===== config.mk =====
export PLATFORM = sky130hd
export DESIGN_NAME = motion_spike_protect_monitor
export DESIGN_NICKNAME = d
export VERILOG_FILES = /design/src/sv/msp_pkg.sv /design/src/sv/motion_spike_protect_monitor.sv
export VERILOG_INCLUDE_DIRS = /design/src /design/src/sv
export SDC_FILE = /design/constraint.sdc
export NUM_CORES = 2
export LEC_CHECK = 0
export ABC_AREA = 1
export BUFFER_PORTS_ARGS = -buffer_cell sky130_fd_sc_hd__buf_4
export CAP_MARGIN = 25
export CORE_ASPECT_RATIO = 0.75
export CORE_MARGIN = 3
export CORE_UTILIZATION = 45
export CTS_CLUSTER_SIZE = 8
export DETAILED_ROUTE_END_ITERATION = 8
export PLACE_DENSITY_LB_ADDON = 0.05
export RECOVER_POWER = 25
export SKIP_LAST_GASP = 1
export SYNTH_ARGS = -nofsm -noshare
export SYNTH_HDL_FRONTEND = slang
export SYNTH_SLANG_ARGS = --single-unit

===== constraint.sdc =====
create_clock -name clk -period 14.55 [get_ports clk]
set_clock_uncertainty 0.15 [all_clocks]
set_input_delay 2.91 -clock clk [delete_from_list [all_inputs] [get_ports clk]]
set_output_delay 2.91 -clock clk [all_outputs]
set_load 0.01 [all_outputs]

===== src/sv/motion_spike_protect_monitor_assert.svh =====
// Assertion macros for the motion spike protect monitor.
// Included by the top level; expects signals named clk and rst in scope.
`ifndef MOTION_SPIKE_PROTECT_MONITOR_ASSERT_SVH
`define MOTION_SPIKE_PROTECT_MONITOR_ASSERT_SVH

// Checked property, ignored while reset is high.
`define MSP_ASSERT(lbl, prop, msg) \
  lbl: assert property (@(posedge clk) disable iff (rst) prop) else $error(msg);

// Checked property that also holds during reset.
`define MSP_ASSERT_ALWAYS(lbl, prop, msg) \
  lbl: assert property (@(posedge clk) prop) else $error(msg);

`endif


===== src/sv/msp_pkg.sv =====
// Package for the motion spike protect monitor: field widths, event codes,
// register indexes and the result record. No dependencies.
`timescale 1ns / 1ps

package msp_pkg;

  localparam int AccelW = 16;
  localparam int TimeW = 32;
  localparam int CountW = 5;
  localparam int DsqW = 34;
  localparam int CooldownW = 16;
  localparam int CfgIdxW = 2;
  localparam int CfgDataW = 34;
  localparam int InDataW = 80;
  localparam int OutDataW = 40;
  localparam int FifoDepth = 4;
  localparam int FifoPtrW = 2;
  localparam int FifoCntW = 3;

  localparam logic [DsqW-1:0] ThresholdSqReset = 34'd2056356;
  localparam logic [CountW-1:0] SpikeLimitReset = 5'd3;
  localparam logic [CooldownW-1:0] CooldownReset = 16'd600;
  localparam logic [CountW-1:0] CountMax = 5'd31;

  localparam logic [CfgIdxW-1:0] RegThresholdSq = 2'd0;
  localparam logic [CfgIdxW-1:0] RegSpikeLimit = 2'd1;
  localparam logic [CfgIdxW-1:0] RegCooldownMs = 2'd2;

  typedef enum logic [1:0] {
    EV_SPIKE  = 2'd0,
    EV_ENTER  = 2'd1,
    EV_ACTIVE = 2'd2,
    EV_RESET  = 2'd3
  } event_code_t;

  typedef struct packed {
    event_code_t         code;
    logic                last;
    logic [DsqW-1:0]     dsq;
    logic                protect;
    logic [CountW-1:0]   total;
  } out_item_t;

endpackage


===== src/sv/motion_spike_protect_monitor.sv =====
// Motion spike protect monitor top level: input register, combinational spike
// evaluation and a four-entry result queue. Depends on msp_pkg and the assert header.
`timescale 1ns / 1ps
`include "motion_spike_protect_monitor_assert.svh"
//
// Channel   | Dir | Transfer contents
// s_axis    | in  | tuser: kind; tdata: accel_x, accel_y, accel_z, time_ms
// m_axis    | out | tuser: event_code; tdata: spike_total, protect_on, delta_sq; tlast
// cfg       | in  | cfg_we, cfg_index, cfg_data (write only)
//
// An input transfer is registered when taken and evaluated once the result queue has
// two free entries; its one or two results then queue up behind any earlier ones on m_axis.
// One item is taken every cycle as long as the result queue has two free entries.
// Reset clears the control and history state and loads the register defaults; no clearing pass.
// A stalled m_axis fills the queue and then holds s_axis_tready low.

module motion_spike_protect_monitor
  import msp_pkg::*;
(
  input  logic                 clk,
  input  logic                 rst,
  input  logic                 s_axis_tvalid,
  output logic                 s_axis_tready,
  // accel_x[15:0], accel_y[31:16], accel_z[47:32], time_ms[79:48]
  input  logic [InDataW-1:0]   s_axis_tdata,
  // kind[0]
  input  logic                 s_axis_tuser,
  output logic                 m_axis_tvalid,
  input  logic                 m_axis_tready,
  // spike_total[4:0], protect_on[5], delta_sq[39:6]
  output logic [OutDataW-1:0]  m_axis_tdata,
  // event_code[1:0]
  output logic [1:0]           m_axis_tuser,
  output logic                 m_axis_tlast,
  input  logic                 cfg_we,
  input  logic [CfgIdxW-1:0]   cfg_index,
  input  logic [CfgDataW-1:0]  cfg_data
);

  logic [DsqW-1:0]        threshold_sq;
  logic [CountW-1:0]      spike_limit;
  logic [CooldownW-1:0]   cooldown_ms;

  logic                   s1_valid;
  logic                   s1_kind;
  logic signed [AccelW-1:0] s1_x, s1_y, s1_z;
  logic [TimeW-1:0]       s1_time;

  logic signed [AccelW-1:0] prev_x, prev_y, prev_z;
  logic                   have_prev;
  logic [TimeW-1:0]       last_spike_ms;
  logic [CountW-1:0]      spike_count;
  logic                   guard_mode;

  out_item_t              fifo [FifoDepth];
  logic [FifoPtrW-1:0]    rd_ptr, wr_ptr;
  logic [FifoCntW-1:0]    fifo_count;

  logic                   fire, s_accept, m_accept;
  logic signed [AccelW:0] dx, dy, dz;
  logic [AccelW-1:0]      adx, ady, adz;
  logic [2*AccelW-1:0]    sqx, sqy, sqz;
  logic [DsqW-1:0]        dsq;
  logic [TimeW-1:0]       elapsed;
  logic                   spike, enter;
  logic [CountW-1:0]      cnt_inc;
  logic                   push0, push1;
  out_item_t              item0, item1;

  assign fire = s1_valid && (fifo_count <= FifoCntW'(FifoDepth - 2));
  assign s_axis_tready = !s1_valid || fire;
  assign s_accept = s_axis_tvalid && s_axis_tready;
  assign m_axis_tvalid = (fifo_count != '0);
  assign m_accept = m_axis_tvalid && m_axis_tready;

  assign m_axis_tdata = {fifo[rd_ptr].dsq, fifo[rd_ptr].protect, fifo[rd_ptr].total};
  assign m_axis_tuser = fifo[rd_ptr].code;
  assign m_axis_tlast = fifo[rd_ptr].last;

  always_comb begin
    dx = {s1_x[AccelW-1], s1_x} - {prev_x[AccelW-1], prev_x};
    dy = {s1_y[AccelW-1], s1_y} - {prev_y[AccelW-1], prev_y};
    dz = {s1_z[AccelW-1], s1_z} - {prev_z[AccelW-1], prev_z};
    adx = dx[AccelW] ? AccelW'(-dx) : dx[AccelW-1:0];
    ady = dy[AccelW] ? AccelW'(-dy) : dy[AccelW-1:0];
    adz = dz[AccelW] ? AccelW'(-dz) : dz[AccelW-1:0];
    sqx = {{AccelW{1'b0}}, adx} * {{AccelW{1'b0}}, adx};
    sqy = {{AccelW{1'b0}}, ady} * {{AccelW{1'b0}}, ady};
    sqz = {{AccelW{1'b0}}, adz} * {{AccelW{1'b0}}, adz};
    dsq = DsqW'(sqx) + DsqW'(sqy) + DsqW'(sqz);
    elapsed = s1_time - last_spike_ms;
    spike = have_prev && (dsq >= threshold_sq) &&
            (elapsed >= {{(TimeW-CooldownW){1'b0}}, cooldown_ms});
    cnt_inc = (spike_count != CountMax) ? spike_count + CountW'(1) : spike_count;
    enter = !guard_mode && (cnt_inc >= spike_limit);
  end

  always_comb begin
    push0 = 1'b0;
    push1 = 1'b0;
    item0 = '{code: EV_RESET, last: 1'b1, dsq: '0, protect: 1'b0, total: '0};
    item1 = '{code: EV_ENTER, last: 1'b1, dsq: dsq, protect: 1'b1, total: cnt_inc};
    if (fire) begin
      if (s1_kind) begin
        push0 = 1'b1;
      end else if (spike) begin
        push0 = 1'b1;
        if (guard_mode) begin
          item0 = '{code: EV_ACTIVE, last: 1'b1, dsq: dsq, protect: 1'b1,
                    total: spike_count};
        end else begin
          item0 = '{code: EV_SPIKE, last: !enter, dsq: dsq, protect: enter,
                    total: cnt_inc};
          push1 = enter;
        end
      end
    end
  end

  always_ff @(posedge clk) begin
    if (rst) begin
      threshold_sq <= ThresholdSqReset;
      spike_limit <= SpikeLimitReset;
      cooldown_ms <= CooldownReset;
    end else if (cfg_we) begin
      unique case (cfg_index)
        RegThresholdSq: threshold_sq <= cfg_data;
        RegSpikeLimit:  spike_limit <= cfg_data[CountW-1:0];
        RegCooldownMs:  cooldown_ms <= cfg_data[CooldownW-1:0];
        default: ;
      endcase
    end
  end

  always_ff @(posedge clk) begin
    if (rst) begin
      s1_valid <= 1'b0;
    end else if (s_axis_tready) begin
      s1_valid <= s_axis_tvalid;
    end
  end

  always_ff @(posedge clk) begin
    if (s_accept) begin
      s1_kind <= s_axis_tuser;
      s1_x <= s_axis_tdata[15:0];
      s1_y <= s_axis_tdata[31:16];
      s1_z <= s_axis_tdata[47:32];
      s1_time <= s_axis_tdata[79:48];
    end
  end

  always_ff @(posedge clk) begin
    if (rst) begin
      prev_x <= '0;
      prev_y <= '0;
      prev_z <= '0;
      have_prev <= 1'b0;
      last_spike_ms <= '0;
      spike_count <= '0;
      guard_mode <= 1'b0;
    end else if (fire) begin
      if (s1_kind) begin
        spike_count <= '0;
        guard_mode <= 1'b0;
      end else begin
        prev_x <= s1_x;
        prev_y <= s1_y;
        prev_z <= s1_z;
        have_prev <= 1'b1;
        if (spike) begin
          last_spike_ms <= s1_time;
          if (!guard_mode) begin
            spike_count <= cnt_inc;
            guard_mode <= enter;
          end
        end
      end
    end
  end

  always_ff @(posedge clk) begin
    if (push0) begin
      fifo[wr_ptr] <= item0;
    end
    if (push1) begin
      fifo[wr_ptr + FifoPtrW'(1)] <= item1;
    end
  end

  always_ff @(posedge clk) begin
    if (rst) begin
      rd_ptr <= '0;
      wr_ptr <= '0;
      fifo_count <= '0;
    end else begin
      wr_ptr <= wr_ptr + FifoPtrW'(push0) + FifoPtrW'(push1);
      rd_ptr <= rd_ptr + FifoPtrW'(m_accept);
      fifo_count <= fifo_count + FifoCntW'(push0) + FifoCntW'(push1)
                    - FifoCntW'(m_accept);
    end
  end

  `MSP_ASSERT(a_fifo_bound, fifo_count <= FifoCntW'(FifoDepth), "result queue overflow")
  `MSP_ASSERT(a_enter_sets_mode, fire && !s1_kind && spike && enter |=> guard_mode, "no protect")
  `MSP_ASSERT(a_reset_clears, fire && s1_kind |=> spike_count == '0 && !guard_mode, "clear failed")
  `MSP_ASSERT_ALWAYS(a_pair_only_on_enter, push1 |-> push0 && enter, "unpaired result")

endmodule


* Word-level counts from Yosys, hierarchy flattened
Memory sizes are Yosys's and may differ from the RTL's. A register that Yosys moved wholly into a read port is not among the register bits.
Index checks and enable logic that the tools add are counted.
** Operators by class
- Shifts and indexed selects :: 0
- Multipliers :: 3
- Bitwise logic cells :: 1
- Multiplexer cells :: 26
- Divide/modulo/power cells :: 0
- Reductions and logical operators :: 20
- Add/sub/neg operators :: 17
- $lt $le $gt $ge :: 4
- Equality and inequality tests :: 4
** Operator list (number)
- two-way mux 43 bit :: 4
- multiplier 16 x 16 -> 32 bit :: 3
- subtractor 16 x 16 -> 17 bit :: 3
- two-way mux 16 bit :: 3
- negator 16 bit :: 3
- adder 33 x 32 -> 34 bit :: 1
- >= comparator 34 bit :: 1
- adder 32 x 32 -> 33 bit :: 1
- >= comparator 32 x 16 -> 1 bit :: 1
- subtractor 32 bit :: 1
- two-way mux 5 bit :: 4
- two-way mux 1 bit :: 14
- AND reduction 2 bit :: 5
- adder 2 x 1 -> 2 bit :: 3
- adder 3 x 1 -> 3 bit :: 2
- logical AND 1 bit :: 6
- AND reduction 3 bit :: 2
- adder 5 x 1 -> 5 bit, second input constant :: 1
- >= comparator 5 bit :: 1
- != test 5 bit, second input constant :: 1
- <= comparator 3 x 2 -> 1 bit, second input constant :: 1
- zero test 1 bit :: 3
- nonzero test 3 bit :: 1
- subtractor 3 x 1 -> 3 bit :: 1
- 9 further kinds :: 9
** Storage, ports and cells
- Memory bits (read-only) :: 0
- Memory bits (writable) :: 172
- Logic and storage cells :: 95
- Bits in latches :: 0
- Bits of input ports :: 122
- Register bits after elaboration :: 231
- Memories kept :: 1
** Memories
- fifo :: depth 4, bits a word 43, read ports 1, clocked after memory_dff 1, wr ports 2, RTL line motion_spike_protect_monitor.sv:55 : out_item_t fifo [FifoDepth];

* Longest topological paths before layout
- Word-level depth :: 15
- Mapped depth :: 69
- Depth with buffers taken out :: 68

* Least setup slack after synthesis
No wires, ideal clock.
- Path type :: reg2reg
- Start :: register s1_x[0]
- End :: memory fifo[2][0] in the netlist's numbering, enable pin
- Cell stages (with the launch flop) :: 55
- Setup slack :: 2490 ps
- Arrival :: 11513 ps
- Required time :: 14003 ps
- Path through :: edfxtp_1 inv_1 ha_1 inv_1 fa_1 nand3_1 nand2_1 xnor2_1 nand2_1 nor2_1 nand3_1 nor2_1 nand3_1 o21ai_2 nand2_2 xor2_1 nand2_1 fa_1 [... 19 more ...] nand3_1 inv_1 o21ai_1 xor2_1 ha_1 nand2_1 nor2_1 nand4_1 nor2_1 o2111ai_1 nand4_1 nand2_1 inv_1 nand3_4 nor2_8 nand3_4 buf_6 nand2_1
** RTL lines
- start: declaration :: RTL line motion_spike_protect_monitor.sv:46 : logic signed [AccelW-1:0] s1_x, s1_y, s1_z;
- start signal: assignment :: RTL line motion_spike_protect_monitor.sv:146 : s1_x <= s_axis_tdata[15:0];
- end: declaration :: RTL line motion_spike_protect_monitor.sv:55

* Worst setup path in the final report
- Start :: register s1_x[0]
- End :: register fifo_count[2]
** On the way
- Cells in the longest elaborated chain, start to end :: 15
** RTL lines
- subtractor 16 x 16 -> 17 bit * :: RTL line motion_spike_protect_monitor.sv:81 : dx = {s1_x[AccelW-1], s1_x} - {prev_x[AccelW-1], prev_x};
- negator 16 bit :: RTL line motion_spike_protect_monitor.sv:84 : adx = dx[AccelW] ? AccelW'(-dx) : dx[AccelW-1:0];
- two-way mux 16 bit * :: RTL line motion_spike_protect_monitor.sv:84
- multiplier 16 x 16 -> 32 bit * :: RTL line motion_spike_protect_monitor.sv:87 : sqx = {{AccelW{1'b0}}, adx} * {{AccelW{1'b0}}, adx};
- adder 32 x 32 -> 33 bit * :: RTL line motion_spike_protect_monitor.sv:90 : dsq = DsqW'(sqx) + DsqW'(sqy) + DsqW'(sqz);
- adder 33 x 32 -> 34 bit * :: RTL line motion_spike_protect_monitor.sv:90
- >= comparator 34 bit * :: RTL line motion_spike_protect_monitor.sv:92 : spike = have_prev && (dsq >= threshold_sq) &&
- logical AND 1 bit * (2 in a row) :: RTL line motion_spike_protect_monitor.sv:92
- two-way mux 1 bit :: RTL line motion_spike_protect_monitor.sv:106 : end else if (spike) begin
- two-way mux 1 bit :: RTL line motion_spike_protect_monitor.sv:104 : if (s1_kind) begin
- two-way mux 1 bit :: RTL line motion_spike_protect_monitor.sv:103 : if (fire) begin
- adder 3 x 1 -> 3 bit :: RTL line motion_spike_protect_monitor.sv:199 : fifo_count <= fifo_count + FifoCntW'(push0) + FifoCntW'(push1)
- adder 3 x 1 -> 3 bit * :: RTL line motion_spike_protect_monitor.sv:199
- subtractor 3 x 1 -> 3 bit * :: RTL line motion_spike_protect_monitor.sv:200 : - FifoCntW'(m_accept);
- end signal: assignment :: RTL line motion_spike_protect_monitor.sv:199
- end: declaration :: RTL line motion_spike_protect_monitor.sv:57 : logic [FifoCntW-1:0] fifo_count;
Every way passes the cells marked *; elsewhere a longest branch is shown, timed or not.
A chain may end at the register's enable or synchronous reset.

==> metrics.cfg <==
[layout]
nets=6852
layout-drive-gt1-share=0.0727
fin_util=0.500
antenna_cells=0
multiInputGateArea_mm2=0.0301
regArea_mm2=0.0104
fillers=9992
fin_cells=7090
syn_to_final_growth_pct=9.66

[setup_path]
crit_slowest_cell=xor2_1
path_class=reg2reg
critPathRequiredTime_ns=14.91
worstRegToRegCells=57
critPathMostFrequentCell=fa_1
cp-end-kind=flip-flop
r2r_setup_slack_ns=0.82
rr_endpoint=fifo_count[2]
reg2reg_from=s1_x[0]
timing.critical_path.from=s1_x[0]
cpPeakStageDelay_ns=0.61
critPathLaunchType=flip-flop
cp.arrival_ns=14.09
critical_path.max_fanout=14

[sta]
finalCritPeriodShare=0.944
worst_slew_pin_slew_ns=3.69
setup_tns_ns=0
layout_min_cycle_time_ns=13.73
fmax_mhz=72.8
hold_viol_final=0
final-setup-viol-count=0
drv_slew=94
hold_slack_ns=0.303
rsz0062_at_grt=false
max_slew_margin=-1.46

[floorplanning]
fp.dieH_um=284
ioPinCount=167
die-area_mm2=0.107
die_w_um=376
start_util=0.456
row_count=101
core_mm2=0.102

[worst_hold_path]
hold_depth=2
hold_class=reg2reg
holdCritStartpoint=last_spike_ms[12]
hold_end=last_spike_ms[12]

[detailed_routing]
drt_wl_total_um=132000
vias_per_cell=5.09
num_vias=36100
firstDrtPassIters=6
drt-initial-drc-count=2826
drc=0
post_drt_wl_per_cell_um=18.6
ant_nets=0

[placement]
io_buffers=166
dpl.hpwl_um=107000
routabilityCongestion=0.944
dp_cells=6986

[logic_synthesis]
syn_nets=6707
yosysUniqueCellTypes=63
synth_top_flop_cell=edfxtp_1
ys_ff_latch=403
synthCells=5563
ys_seq_area_frac=0.225
avgSynthCellArea_um2=8.33
netlist_area_mm2=0.0463
synth_top_area_cell=fa_1
synth_edf_count=237
yosysTopAreaCellShare=0.269
synthTopCellsByArea=fa_1 (27%), edfxtp_1 (15%), ha_1 (11%), inv_1 (11%), dfxtp_1 (7.2%)
synthArstFlopShare=0
ys.warnings.count=0

[clock_tree]
holdBufCountCts=0
cts_made_buffers=56
worstSkewPairLatency_ns=0.65
htreeDepth=2
cts_max_path_buffers=3
clk_pin_slew_worst_paths_ns=0.05
cts_tree=done
cts_root_buf=clkbuf_16
cts.sinks=403

[outcome]
outcome=finished with violations
violations=max-capacitance violations, max-slew violations

[global_routing]
track_usage=0.251
grt_pass1_wl_um=209000
grt_pass1_vias=36200
overflow=0
grt_max_degree=114
antenna_found_initial=5

[flow_run]
max_cap_viol_count=1

-- layer usage --
layer  global-route usage  routed length (µm)  share of wire
met1                0.382               62700           0.48
met2                0.380               56800           0.43
met3               0.0452               10300          0.078
met4               0.0399                1950          0.015
met5                    0                   0              0
-- Yosys cell counts (5+ instances only) --
master and count:
nand2_2 14, nor2_2 8, a21oi_1 312, nor4_1 6, o21ai_1 61, clkinv_1 9, a21oi_2 5, edfxtp_1 237
nand3b_1 21, buf_1 5, o21ai_0 277, fa_1 623, clkbuf_1 79, nand2_1 870, xnor2_1 33, buf_2 50
a21o_1 10, xor2_1 72, nor2_4 6, nand3_1 197, inv_2 25, nand3_4 8, ha_1 399, nand4_1 28
o22ai_1 42, o211ai_1 20, xor2_2 7, dfxtp_1 166, buf_6 14, inv_1 1300, o31ai_1 5, or2_2 6
o21bai_1 15, nor3_1 19, buf_4 9, a21boi_0 5, nor2_1 553
-- logic make-up after synthesis --
logic type | after synthesis | share of synthesized area
muxes | 1 | 0.000216
DFF | 403 | 0.225
adders and majority gates | 1022 | 0.377
AOI/OAI and AO/OA | 770 | 0.0891
buffers and inverters | 1493 | 0.125
xor gates and xnor gates | 114 | 0.0233
and+or+nand+nor | 1760 | 0.160
-- through the flow --
stage,cell area (µm²),worst slack [ns]
6_report,50800,0.820
5_1_grt,50800,0.0484
4_1_cts,50800,0.683
2_1_floorplan,46300,2.49
3_5_place_dp,49100,0.714
3_3_place_gp,49100,0.515
-- timing repair --
| item | 4_1_cts | 5_1_grt |
|---|---|---|
| endpoints found under the setup margin | 0 | 36 |
| setup buffers | 0 | 0 |
| resized for setup | 0 | 10 |
-- worst max-delay path, delay by kind of cell (launching register included) --
family / cells / cell delay (ns)
xor+xnor: 3 / 1.15
flops: 1 / 0.35
compound gates: 8 / 1.63
fa+ha+maj: 16 / 6.79
simple gates: 20 / 2.60
buf+inv: 10 / 0.90
-- registers in the layout, indices dropped and copies added (netlist names) --
register and count:
wr_ptr 2, prev_z 16, s1_y 16, prev_y 16, rd_ptr 2, fifo_count 3, prev_x 16, s1_valid 1
threshold_sq 34, spike_limit 5, s1_x 16, s1_z 16, spike_count 5, have_prev 1, s1_kind 1, fifo 172
last_spike_ms 32, cooldown_ms 16, s1_time 32, guard_mode 1
-- how the worst max path moves through the flow --
stage	endpoint	slack [ns]	cells after the start
after floorplan	fifo[2][0]	2.49	54
after global routing	fifo_count[2]	0.05	57
after CTS	fifo_count[1]	0.68	55
after global placement	fifo_count[2]	0.52	56
final	fifo_count[2]	0.82	57
after detailed placement	fifo_count[2]	0.71	57
-- layout by cell type (no fill, tap or decap), drive strengths merged, types with 184 or more instances in the layout --
cell type / netlist / layout
a21oi: 318 / 318
clkbuf: 80 / 184
edfxtp: 237 / 237
fa: 623 / 623
ha: 399 / 399
inv: 1326 / 1325
nand2: 887 / 887
nand3: 208 / 208
nor2: 568 / 568
o21ai: 341 / 341
-- cell type report --
cell class	instances	share of cell area
multi-input cells	3667	0.593
repair buffers	245	0.0368
well taps	1339	0.0330
clock buffers	98	0.0311
inverters	1335	0.0988
clock inverters	3	0.00150
flip-flops and latches	403	0.206
Power is not shown: default switching activity piles up to over one toggle a cycle in this logic, so the estimate is an artifact.
